===== config.mk =====
export PLATFORM = sky130hd
export DESIGN_NAME = rpn_stack_evaluator
export DESIGN_NICKNAME = d
export VERILOG_FILES = /design/src/rtl/rpn_pkg.sv /design/src/rtl/rpn_stack_evaluator.sv /design/src/rtl/rpn_ctrl.sv /design/src/rtl/rpn_dpath.sv
export SDC_FILE = /design/constraint.sdc
export NUM_CORES = 2
export LEC_CHECK = 0
export BUFFER_PORTS_ARGS = -buffer_cell sky130_fd_sc_hd__buf_2
export CORE_MARGIN = 8
export CORE_UTILIZATION = 55
export DETAILED_ROUTE_END_ITERATION = 10
export PLACE_DENSITY = 0.71
export REMOVE_ABC_BUFFERS = 1
export SETUP_SLACK_MARGIN = 0.2
export SLEW_MARGIN = 25
export SYNTH_ARGS = -nofsm -noshare
export SYNTH_HDL_FRONTEND = slang
export SYNTH_SLANG_ARGS = --single-unit

===== constraint.sdc =====
create_clock -name clk -period 15.8 [get_ports clk]
set_input_delay 3.16 -clock clk [delete_from_list [all_inputs] [get_ports clk]]
set_output_delay 3.16 -clock clk [all_outputs]
set_load 0.02 [all_outputs]

===== src/rtl/rpn_pkg.sv =====
// ----------------------------------------------------------------------------
// rpn_pkg
// Shared types, codes and helpers for the RPN stack evaluator.
// ----------------------------------------------------------------------------
`default_nettype none

package rpn_pkg;

  // token kinds
  localparam logic [1:0] MODE_PUSH = 2'd0;
  localparam logic [1:0] MODE_OPER = 2'd1;
  localparam logic [1:0] MODE_END  = 2'd2;

  // operators
  localparam logic [1:0] OP_ADD = 2'd0;
  localparam logic [1:0] OP_SUB = 2'd1;
  localparam logic [1:0] OP_MUL = 2'd2;
  localparam logic [1:0] OP_DIV = 2'd3;

  // status codes
  localparam logic [2:0] ST_OK        = 3'd0;
  localparam logic [2:0] ST_UNDERFLOW = 3'd1;
  localparam logic [2:0] ST_DIVZERO   = 3'd2;
  localparam logic [2:0] ST_FULL      = 3'd3;
  localparam logic [2:0] ST_LEFTOVER  = 3'd4;

  typedef struct packed {
    logic [1:0]         mode;
    logic [1:0]         opcode;
    logic signed [31:0] number;
  } in_t;

  typedef struct packed {
    logic [2:0]         status;
    logic signed [31:0] result_value;
  } out_t;

  // controller -> datapath commands
  typedef struct packed {
    logic push_num;   // write token number on top
    logic full_err;   // push onto full stack
    logic uf0;        // operator on empty stack
    logic uf1;        // operator with one entry
    logic latch_op;   // capture opcode
    logic rd_top;     // read entry depth-1
    logic rd_second;  // capture right operand, read entry depth-2
    logic rd_base;    // read entry 0
    logic exec;       // capture left operand and run operator
    logic mul_wr;     // write saturated product
    logic div_step;   // one divider iteration
    logic div_wr;     // write saturated quotient
    logic end_now;    // report from error/depth, clear
    logic end_read;   // report entry 0, clear
  } cmd_t;

  // datapath -> controller status
  typedef struct packed {
    logic       depth_zero;
    logic       depth_one;
    logic       full;
    logic       err_none;
    logic       r_zero;
    logic       div_last;
    logic       out_busy;
    logic [1:0] op;
  } sts_t;

  // apply sign to a magnitude and saturate to signed 32 bits
  function automatic logic [31:0] sat_mag(input logic [63:0] m, input logic neg);
    logic [63:0] nm;
    nm = ~m + 64'd1;
    if (neg) begin
      if (m > 64'h0000_0000_8000_0000) return 32'h8000_0000;
      return nm[31:0];
    end
    if (m > 64'h0000_0000_7FFF_FFFF) return 32'h7FFF_FFFF;
    return m[31:0];
  endfunction

  // magnitude of a signed 32-bit value
  function automatic logic [31:0] mag32(input logic [31:0] v);
    return v[31] ? (~v + 32'd1) : v;
  endfunction

endpackage

`default_nettype wire


===== src/rtl/rpn_stack_evaluator.sv =====
// ----------------------------------------------------------------------------
// rpn_stack_evaluator
// Reverse Polish evaluator over pre-parsed Q16.16 tokens with a bounded stack.
// ----------------------------------------------------------------------------
//   channel  dir  handshake            payload
//   in_      in   in_valid/in_stall    rpn_pkg::in_t  (mode, opcode, number)
//   out_     out  out_valid/out_stall  rpn_pkg::out_t (status, result_value)
//
// Push, ignored and end tokens are handled on acceptance (an end with a single entry first reads entry 0 in S_END).
// Add/subtract step through S_RDL and S_EXEC, multiply adds S_MUL; divide runs a restoring
// divider in S_DIV, one quotient bit a cycle, over the 32 + FRAC_BITS dividend bits.
// Reset (rst_n low, synchronous) empties the stack and clears the error.
// Input is stalled while an operator or an end read is in progress; an end
// token is also held off while a previous result is stalled.
// ----------------------------------------------------------------------------
`default_nettype none

module rpn_stack_evaluator #(
  parameter int STACK_DEPTH = 16,
  parameter int FRAC_BITS   = 16
) (
  input  wire logic          clk,
  input  wire logic          rst_n,
  input  wire logic          in_valid,
  output logic               in_stall,
  input  wire rpn_pkg::in_t  in_data,
  output logic               out_valid,
  input  wire logic          out_stall,
  output rpn_pkg::out_t      out_data
);
  import rpn_pkg::*;

  cmd_t cmd;
  sts_t sts;

  rpn_ctrl u_ctrl (
    .clk      (clk),
    .rst_n    (rst_n),
    .in_valid (in_valid),
    .in_mode  (in_data.mode),
    .in_stall (in_stall),
    .sts      (sts),
    .cmd      (cmd)
  );

  rpn_dpath #(
    .STACK_DEPTH (STACK_DEPTH),
    .FRAC_BITS   (FRAC_BITS)
  ) u_dpath (
    .clk       (clk),
    .rst_n     (rst_n),
    .in_opcode (in_data.opcode),
    .in_number (in_data.number),
    .cmd       (cmd),
    .sts       (sts),
    .out_valid (out_valid),
    .out_stall (out_stall),
    .out_data  (out_data)
  );

endmodule

`default_nettype wire


===== src/rtl/rpn_ctrl.sv =====
// ----------------------------------------------------------------------------
// rpn_ctrl
// Token sequencer: decodes accepted tokens and steps the datapath.
// ----------------------------------------------------------------------------
`default_nettype none

module rpn_ctrl (
  input  wire logic          clk,
  input  wire logic          rst_n,
  input  wire logic          in_valid,
  input  wire logic [1:0]    in_mode,
  output logic               in_stall,
  input  wire rpn_pkg::sts_t sts,
  output rpn_pkg::cmd_t      cmd
);
  import rpn_pkg::*;

  typedef enum logic [5:0] {
    S_IDLE = 6'b000001,
    S_RDL  = 6'b000010,
    S_EXEC = 6'b000100,
    S_MUL  = 6'b001000,
    S_DIV  = 6'b010000,
    S_END  = 6'b100000
  } state_t;

  state_t state_r, state_nxt;
  logic   accept;

  // end tokens wait until the result register can take them
  assign in_stall = (state_r != S_IDLE) || ((in_mode == MODE_END) && sts.out_busy);
  assign accept   = in_valid && !in_stall;

  // next state and commands
  always_comb begin
    state_nxt = state_r;
    cmd       = '0;
    case (state_r)
      S_IDLE: begin
        if (accept) begin
          case (in_mode)
            MODE_PUSH: begin
              if (sts.err_none) begin
                if (sts.full) cmd.full_err = 1'b1;
                else          cmd.push_num = 1'b1;
              end
            end
            MODE_OPER: begin
              if (sts.err_none) begin
                cmd.latch_op = 1'b1;
                if (sts.depth_zero)     cmd.uf0 = 1'b1;
                else if (sts.depth_one) cmd.uf1 = 1'b1;
                else begin
                  cmd.rd_top = 1'b1;
                  state_nxt  = S_RDL;
                end
              end
            end
            MODE_END: begin
              if (sts.err_none && sts.depth_one) begin
                cmd.rd_base = 1'b1;
                state_nxt   = S_END;
              end else begin
                cmd.end_now = 1'b1;
              end
            end
            default: ;
          endcase
        end
      end
      S_RDL: begin
        cmd.rd_second = 1'b1;
        state_nxt     = S_EXEC;
      end
      S_EXEC: begin
        cmd.exec = 1'b1;
        case (sts.op)
          OP_MUL:  state_nxt = S_MUL;
          OP_DIV:  state_nxt = sts.r_zero ? S_IDLE : S_DIV;
          default: state_nxt = S_IDLE;
        endcase
      end
      S_MUL: begin
        cmd.mul_wr = 1'b1;
        state_nxt  = S_IDLE;
      end
      S_DIV: begin
        if (sts.div_last) begin
          cmd.div_wr = 1'b1;
          state_nxt  = S_IDLE;
        end else begin
          cmd.div_step = 1'b1;
        end
      end
      S_END: begin
        cmd.end_read = 1'b1;
        state_nxt    = S_IDLE;
      end
      default: state_nxt = S_IDLE;
    endcase
  end

  // state register
  always_ff @(posedge clk) begin
    if (!rst_n) state_r <= S_IDLE;
    else        state_r <= state_nxt;
  end

endmodule

`default_nettype wire


===== src/rtl/rpn_dpath.sv =====
// ----------------------------------------------------------------------------
// rpn_dpath
// Stack memory, depth/error registers, add/sub/mul unit, serial divider and
// result register.
// ----------------------------------------------------------------------------
`default_nettype none

module rpn_dpath #(
  parameter int STACK_DEPTH = 16,
  parameter int FRAC_BITS   = 16
) (
  input  wire logic               clk,
  input  wire logic               rst_n,
  input  wire logic [1:0]         in_opcode,
  input  wire logic signed [31:0] in_number,
  input  wire rpn_pkg::cmd_t      cmd,
  output rpn_pkg::sts_t           sts,
  output logic                    out_valid,
  input  wire logic               out_stall,
  output rpn_pkg::out_t           out_data
);
  import rpn_pkg::*;

  localparam int DW = $clog2(STACK_DEPTH + 1);
  localparam int AW = (STACK_DEPTH > 1) ? $clog2(STACK_DEPTH) : 1;
  localparam int NB = 32 + FRAC_BITS;          // divider dividend width
  localparam int CW = $clog2(NB + 1);

  logic [31:0]   mem [STACK_DEPTH];
  logic [31:0]   rd_q;
  logic          we;
  logic [AW-1:0] wa, ra;
  logic [31:0]   wd;

  logic [DW-1:0] depth_r, depth_nxt, dm1, dm2;
  logic [2:0]    err_r, err_nxt;
  logic [1:0]    op_r;
  logic [31:0]   rop_r;
  logic          neg_r;
  logic [63:0]   prod_r;
  logic [NB-1:0] qd_r;
  logic [31:0]   rem_r;
  logic [32:0]   rem_sh, rem_sub;
  logic [31:0]   dv_r;
  logic [CW-1:0] cnt_r;
  logic          out_valid_r;
  out_t          out_r;

  logic [32:0]   sum;
  logic [31:0]   as_res;
  logic [31:0]   lmag, rmag;

  assign dm1 = depth_r - DW'(1);
  assign dm2 = depth_r - DW'(2);

  // add/subtract with saturation
  always_comb begin
    if (op_r == OP_SUB) sum = {rd_q[31], rd_q} - {rop_r[31], rop_r};
    else                sum = {rd_q[31], rd_q} + {rop_r[31], rop_r};
    if (sum[32] != sum[31]) as_res = sum[32] ? 32'h8000_0000 : 32'h7FFF_FFFF;
    else                    as_res = sum[31:0];
  end

  assign lmag = mag32(rd_q);
  assign rmag = mag32(rop_r);

  // divider step; partial remainder stays below the divisor
  assign rem_sh  = {rem_r, qd_r[NB-1]};
  assign rem_sub = rem_sh - {1'b0, dv_r};

  // memory write port
  always_comb begin
    we = 1'b0;
    wa = depth_r[AW-1:0];
    wd = in_number;
    if (cmd.push_num) begin
      we = 1'b1;
    end else if (cmd.exec && (op_r == OP_ADD || op_r == OP_SUB)) begin
      we = 1'b1; wa = dm2[AW-1:0]; wd = as_res;
    end else if (cmd.mul_wr) begin
      we = 1'b1; wa = dm2[AW-1:0];
      wd = sat_mag(64'(prod_r >> FRAC_BITS), neg_r);
    end else if (cmd.div_wr) begin
      we = 1'b1; wa = dm2[AW-1:0];
      wd = sat_mag(64'(qd_r), neg_r);
    end
  end

  // memory read address
  always_comb begin
    ra = dm1[AW-1:0];
    if (cmd.rd_second)    ra = dm2[AW-1:0];
    else if (cmd.rd_base) ra = '0;
  end

  // stack memory
  always_ff @(posedge clk) begin
    if (we) mem[wa] <= wd;
    rd_q <= mem[ra];
  end

  // depth and error
  always_comb begin
    depth_nxt = depth_r;
    err_nxt   = err_r;
    if (cmd.push_num) depth_nxt = depth_r + DW'(1);
    if (cmd.full_err) err_nxt = ST_FULL;
    if (cmd.uf0) err_nxt = ST_UNDERFLOW;
    if (cmd.uf1) begin
      err_nxt   = ST_UNDERFLOW;
      depth_nxt = '0;
    end
    if (cmd.exec && (op_r == OP_ADD || op_r == OP_SUB)) depth_nxt = dm1;
    if (cmd.exec && op_r == OP_DIV && rop_r == '0) begin
      err_nxt   = ST_DIVZERO;
      depth_nxt = dm2;
    end
    if (cmd.mul_wr || cmd.div_wr) depth_nxt = dm1;
    if (cmd.end_now || cmd.end_read) begin
      depth_nxt = '0;
      err_nxt   = ST_OK;
    end
  end

  always_ff @(posedge clk) begin
    if (!rst_n) begin
      depth_r <= '0;
      err_r   <= ST_OK;
    end else begin
      depth_r <= depth_nxt;
      err_r   <= err_nxt;
    end
  end

  // operand, multiplier and divider registers
  always_ff @(posedge clk) begin
    if (cmd.latch_op)  op_r  <= in_opcode;
    if (cmd.rd_second) rop_r <= rd_q;
    if (cmd.exec) begin
      neg_r  <= rd_q[31] ^ rop_r[31];
      prod_r <= 64'(lmag) * 64'(rmag);
      qd_r   <= NB'(lmag) << FRAC_BITS;
      rem_r  <= '0;
      dv_r   <= rmag;
    end else if (cmd.div_step) begin
      if (!rem_sub[32]) rem_r <= rem_sub[31:0];
      else              rem_r <= rem_sh[31:0];
      qd_r <= {qd_r[NB-2:0], ~rem_sub[32]};
    end
  end

  always_ff @(posedge clk) begin
    if (!rst_n)                 cnt_r <= '0;
    else if (cmd.exec)          cnt_r <= CW'(NB);
    else if (cmd.div_step)      cnt_r <= cnt_r - CW'(1);
  end

  // result register
  always_ff @(posedge clk) begin
    if (!rst_n) begin
      out_valid_r <= 1'b0;
    end else if (cmd.end_now || cmd.end_read) begin
      out_valid_r <= 1'b1;
    end else if (!out_stall) begin
      out_valid_r <= 1'b0;
    end
  end

  always_ff @(posedge clk) begin
    if (cmd.end_now) begin
      out_r.result_value <= '0;
      if (err_r != ST_OK)       out_r.status <= err_r;
      else if (depth_r == '0)   out_r.status <= ST_UNDERFLOW;
      else                      out_r.status <= ST_LEFTOVER;
    end else if (cmd.end_read) begin
      out_r.status       <= ST_OK;
      out_r.result_value <= rd_q;
    end
  end

  assign out_valid = out_valid_r;
  assign out_data  = out_r;

  // status to controller
  always_comb begin
    sts            = '0;
    sts.depth_zero = (depth_r == '0);
    sts.depth_one  = (depth_r == DW'(1));
    sts.full       = (depth_r >= DW'(STACK_DEPTH));
    sts.err_none   = (err_r == ST_OK);
    sts.r_zero     = (rop_r == '0);
    sts.div_last   = (cnt_r == '0);
    sts.out_busy   = out_valid_r && out_stall;
    sts.op         = op_r;
  end

  // checks
  a_depth_bound: assert property (@(posedge clk) disable iff (!rst_n)
    depth_r <= DW'(STACK_DEPTH)) else $error("stack depth out of range");
  a_val_zero: assert property (@(posedge clk) disable iff (!rst_n)
    out_valid_r && out_r.status != ST_OK |-> out_r.result_value == '0)
    else $error("nonzero value with error status");
  a_no_full_push: assert property (@(posedge clk) disable iff (!rst_n)
    cmd.push_num |-> depth_r < DW'(STACK_DEPTH)) else $error("push onto full stack");
  a_clear_end: assert property (@(posedge clk) disable iff (!rst_n)
    cmd.end_now || cmd.end_read |=> depth_r == '0 && err_r == ST_OK)
    else $error("end token did not clear state");

endmodule

`default_nettype wire


; ---- Word-level counts from Yosys, hierarchy flattened
; Memories as Yosys holds them, arrays and structs flattened. A register that Yosys moved wholly into a read port is not among the register bits.
; Cells that the tools add are included.
; W data, S select, Z words.
[word_totals]
reg_bits = 266
ramBits = 512
input_bits = 40
output_inout_bits = 37
elab_cells = 213
mem_count = 1
[op_classes]
addsub = 11
multipliers = 1
magnitude_cmp = 5
n_eq_ne = 22
n_mux = 121
bitwise = 7
n_reduce_logical = 28
[memory_table]
columns = name, words, word_bits, rd, rd_ports_with_merged_regs, write_ports, line_no
row1 = u_dpath.mem, 16, 32, 1, 1, 1, rpn_dpath.sv:29  ; logic [31:0] mem [STACK_DEPTH];
[ops]
columns = cell, count
row1 = $mux W32, 21
row2 = $add A32 B1 Y32 const B, 4
row3 = $not A32 Y32, 4
row4 = $gt A48 B31 Y1 const B, 2
row5 = $gt A48 B32 Y1 const B, 2
row6 = $mux W48, 2
row7 = $mux W35, 2
row8 = $mul A32 B32 Y64, 1
row9 = $mux W6, 10
row10 = $mux W1, 59
row11 = $add A32 B32 Y33, 1
row12 = $mux W33, 1
row13 = $sub A32 B32 Y33, 1
row14 = $sub A33 B32 Y33, 1
row15 = $logic_not A32 Y1, 1
row16 = $mux W4, 8
row17 = $mux W5, 6
row18 = $pmux W6 S2, 2
row19 = $pmux W6 S4, 1
row20 = $mux W2, 7
row21 = $ne A3 B3 Y1 const B, 3
row22 = $logic_and A1 B1 Y1, 7
row23 = $reduce_and A7 Y1, 1
row24 = $eq A2 B2 Y1 const B, 3
row25 = other kinds (33), 45

; ---- Logic depth before layout (Yosys ltp)
[logic_depth]
ltp_word = 19
mapped_depth = 38
mapped_depth_nobuf = 35

; ---- By module
; From an unflattened synthesis, not the netlist that was laid out.
[unflattened]
cells_unflattened = 7140
area_unflattened_um2 = 70029.7
[modules_own_cells]
columns = module, instances, cells_per_inst, area_per_inst_um2, seq_area_each_um2
row1 = rpn_dpath, 1, 7085, 69568.0, 22401.5
row2 = rpn_ctrl, 1, 55, 461.7, 120.1

; ---- Worst setup path after synthesis
; Ideal clock, no wire load.
[synth_timing]
kind = register -> register
from = register u_dpath.rop_r[0]
to = register u_dpath.prod_r[62] (data pin)
setup_ns = 0.258
t_arrival_ns = 10.063
t_required_ns = 15.542
slack_ns = 5.479
stages_incl_launch_ff = 35
path_buffers = 2
period_less_slack_ns = 10.321
cell_sequence = edfxtp_1 inv_1 clkbuf_1 ha_1 or3b_1 or3_1 or2_2 or3_1 or3_1 o31ai_1 xor2_1 clkbuf_1 nor2_1 fa_1 inv_1 fa_1 inv_1 fa_1 inv_1 fa_1 inv_1 fa_1 fa_1 fa_1 fa_1 ha_1 a21oi_1 o21ai_0 or4_1 o211ai_1 nand3_1 a21o_1 or4_1 a31oi_1 xnor2_1
[synth_between]
elab_chain_cells = 4
[synth_lines]
columns = item, line_no
row1 = from (decl), rpn_dpath.sv:38  ; logic [31:0] rop_r;
row2 = from (signal assigned), rpn_dpath.sv:138  ; if (cmd.rd_second) rop_r <= rd_q;
row3 = $not A32 Y32, rpn_pkg.sv:82  ; return v[31] ? (~v + 32'd1) : v;
row4 = $add A32 B1 Y32, rpn_pkg.sv:82
row5 = $mux W32 *, rpn_pkg.sv:82
row6 = $mul A32 B32 Y64 *, rpn_dpath.sv:141  ; prod_r <= 64'(lmag) * 64'(rmag);
row7 = to (signal assigned), rpn_dpath.sv:141
row8 = to (decl), rpn_dpath.sv:40  ; logic [63:0] prod_r;
; Mark *: on every way between the ends. The rest lies on a longest branch, timed or not.
; A chain may end at the register's enable or synchronous reset.

; ---- Worst setup path in the final report
; Ends and elaborated chain as after synthesis.

==> impl_summary.txt <==
----------------------------------------------------
[Status]
  Status ... finished, final reports clean

[Critical path]
  Required time at the endpoint of the critical path ... 16,230 ps
  Top cell by count, worst path ... sky130_fd_sc_hd__fa_1
  Endpoint arrival time on the critical path ... 12,610 ps
  Largest stage delay, worst path ... 1020 ps
  Worst path slowest cell ... sky130_fd_sc_hd__clkinv_1
  Largest fanout of any net on the critical path ... 25
  Nature of the critical path startpoint ... flip-flop
  Critical Setup Path Class ... reg -> reg
  Type of destination of the critical path ... flip-flop

[STA]
  Period utilization ... 0.771
  Number of hold-slack violations in the final timing report ... 0
  Worst slew margin relative to its limit ... 0.218
  Clock period minus worst slack ... 12,180 ps
  Post-Route Skew ... 56.9 ps
  Max Clk Rate ... 0.0821 GHz
  Worst slew pin tran ... 1170 ps
  Final Max Tran Viols ... 0
  TNS Setup ... 0 ps
  RSZ-0062 raised after global routing ... no
  Setup-violating endpoint count in the final report ... 0

[Finish]
  Most frequent standard cell in the layout excluding fill and tap cells ... sky130_fd_sc_hd__nand2_1
  Area added between synthesis and finish ... 8.54%
  Design area ... 75,400 sq um
  Filler cells ... 10,400
  Final cell count without fillers ... 8,751
  Net total in the final layout ... 8,296
  Most used cells in the layout excluding fill and tap cells ... sky130_fd_sc_hd__nand2_1 (1,069), sky130_fd_sc_hd__inv_1 (1,003), sky130_fd_sc_hd__fa_1 (897)
  Fraction of final layout cells with drive strength greater than 1 ... 0.0680

[Synth]
  Top cell type's share of synthesized area ... 0.286
  Synthesized flop and latch total ... 794
  Sequential element share of the synthesized area ... 0.324
  Cell type with the highest aggregate area in the netlist ... sky130_fd_sc_hd__edfxtp_1
  Number of synthesized flops with an enable pin ... 662
  Warning count from the yosys run ... 0
  Async S/R FF share, synth ... 0
  Synth cell types ... 89
  Most used DFF post-synth ... sky130_fd_sc_hd__edfxtp_1
  Post-Synthesis Cell Area ... 69,500 sq um
  Syn Area/Cell ... 9.83 sq um
  Synthesized instance count ... 7,066
  Cells taking the most area after synthesis ... sky130_fd_sc_hd__edfxtp_1 (29%), sky130_fd_sc_hd__fa_1 (26%), sky130_fd_sc_hd__ha_1 (6.1%), sky130_fd_sc_hd__nand2_1 (5.8%), sky130_fd_sc_hd__inv_1 (5.4%)

[GRT]
  GRT Residual Overflow ... 0
  Number of antenna violations at the first check in global routing ... 22
  GRT Overall Usage ... 0.352
  Vias in the first global route ... 55,400
  Wire length of the first global-routing pass ... 358,000 um
  Maximum number of pins on one net before global-route repair ... 210

[Placement]
  Number of cells in the design after placement ... 8,582
  Routability Congestion ... 1.01
  Half-perimeter wire length of the detailed placement result ... 172,000 um
  Placed inst area ... 72,500 sq um
  Port buffer count ... 76

[CTS]
  TritonCTS clock tree ... yes
  Cell at the root of the clock tree ... sky130_fd_sc_hd__clkbuf_16
  Number of buffers created by CTS ... 86
  # hold bufs at CTS ... 0
  Num Clock Sinks ... 794
  Clock-pin slew of the registers on the worst-case setup and hold paths ... 60 ps
  PostCTS Resize Cnt ... 0
  Number of post-CTS setup repair buffers ... 0
  H-tree depth ... 3
  Skew-Pair Late Insertion Delay ... 720 ps
  CTS Buffer Depth ... 3

[Route]
  Routed via count divided by cell count ... 6.27
  Detailed-route wire length per cell ... 27.7 um
  Remaining antenna violation count after routing ... 0
  Total via count after detailed routing ... 54,900
  Detailed-routing iteration count for the pre-antenna-repair pass ... 8
  Sum of routed wire length over all layers ... 242,000 um
  DR iter-0 viols ... 6,407
  Residual DRC count ... 0

[Floorplan]
  Number of top-level design ports ... 77
  Core area ... 125,000 sq um
  Height of the die ... 371 um
  Row count ... 130
  Die width ... 371 um
  DIE AREA ... 138,000 sq um
  Initial core utilization ... 0.554

[Min path]
  Worst hold path type ... reg -> reg

[Run]
  Max-cap violations ... 0

----------------------------------------------------
==> critical path: cells and delay by family, from the launching register on <==
family                   cells  cell delay (ps)
AO/OA/AOI/OAI                7             1580
XOR/XNOR                     2              230
adder cells (fa/ha/maj)     10             4560
buffers and inverters        7             2680
flip-flops                   1              350
AND/OR/NAND/NOR              8             2420
==> metal layers <==
metal,part of all wire,global-route usage,vias up
li1,-,-,23100
met1,0.36,0.444,27300
met2,0.43,0.523,3484
met3,0.12,0.103,991
met4,0.089,0.244,12
met5,0.00035,0,-
==> state kept, by name, summed over array words and instances (netlist names), 32 cells and up <==
signal / count
u_dpath.prod_r: 48
u_dpath.mem: 512
u_dpath.rop_r: 32
u_dpath.rd_q: 32
u_dpath.out_data: 35
u_dpath.qd_r: 48
u_dpath.dv_r: 32
u_dpath.rem_r: 32
==> through the flow <==
step                hold WS [ps]  setup slack [ps]   util
finish                       453              3620  0.601
global route                 482              3060  0.601
CTS                          452              3750  0.600
detailed placement           445              3820  0.578
global placement             441              3950  0.578
floorplan                    433              -583      -
==> Yosys cell counts (119+ instances only) <==
cell	count
sky130_fd_sc_hd__dfxtp_1	132
sky130_fd_sc_hd__a21oi_1	265
sky130_fd_sc_hd__o21ai_0	209
sky130_fd_sc_hd__a211oi_1	178
sky130_fd_sc_hd__xor2_1	119
sky130_fd_sc_hd__inv_1	1005
sky130_fd_sc_hd__and2_1	146
sky130_fd_sc_hd__clkbuf_1	348
sky130_fd_sc_hd__nor2_1	694
sky130_fd_sc_hd__fa_1	897
sky130_fd_sc_hd__nand2_1	1069
sky130_fd_sc_hd__edfxtp_1	662
sky130_fd_sc_hd__ha_1	336
==> cell families after synthesis <==
| group | count (synthesis) | share of synthesized area |
|---|---|---|
| AOI/OAI and AO/OA | 1133 | 0.108 |
| xor gates and xnor gates | 228 | 0.0289 |
| adders and majority gates | 1233 | 0.319 |
| buffers and inverters | 1390 | 0.0757 |
| DFF | 794 | 0.324 |
| muxes | 28 | 0.00409 |
| and+or+nand+nor | 2260 | 0.140 |
==> worst paths after layout <==
check                       startpoint                    to  slack, ps  cells past startpoint
setup / recovery      u_dpath.rop_r[0]    u_dpath.prod_r[62]       3620                     34
hold / removal    u_dpath.out_data[19]  u_dpath.out_data[19]        450                      2
setup reg to reg      u_dpath.rop_r[0]    u_dpath.prod_r[62]       3620                     34
hold reg to reg   u_dpath.out_data[19]  u_dpath.out_data[19]        450                      2
==> final cells by class <==
class                      instances  area (sq um)  area share
antenna                            8          20.0    0.000266
tap                             1650          2060      0.0274
sequential                       794         22500       0.299
multi-input combinational       4882         42400       0.563
timing repair buffer             238          1660      0.0221
clock buffer                     123          2420      0.0321
inverter                        1021          3840      0.0509
clock inverter                    35           399     0.00529
Power is not shown: default switching activity piles up to over one toggle a cycle in this logic, so the estimate is an artifact.
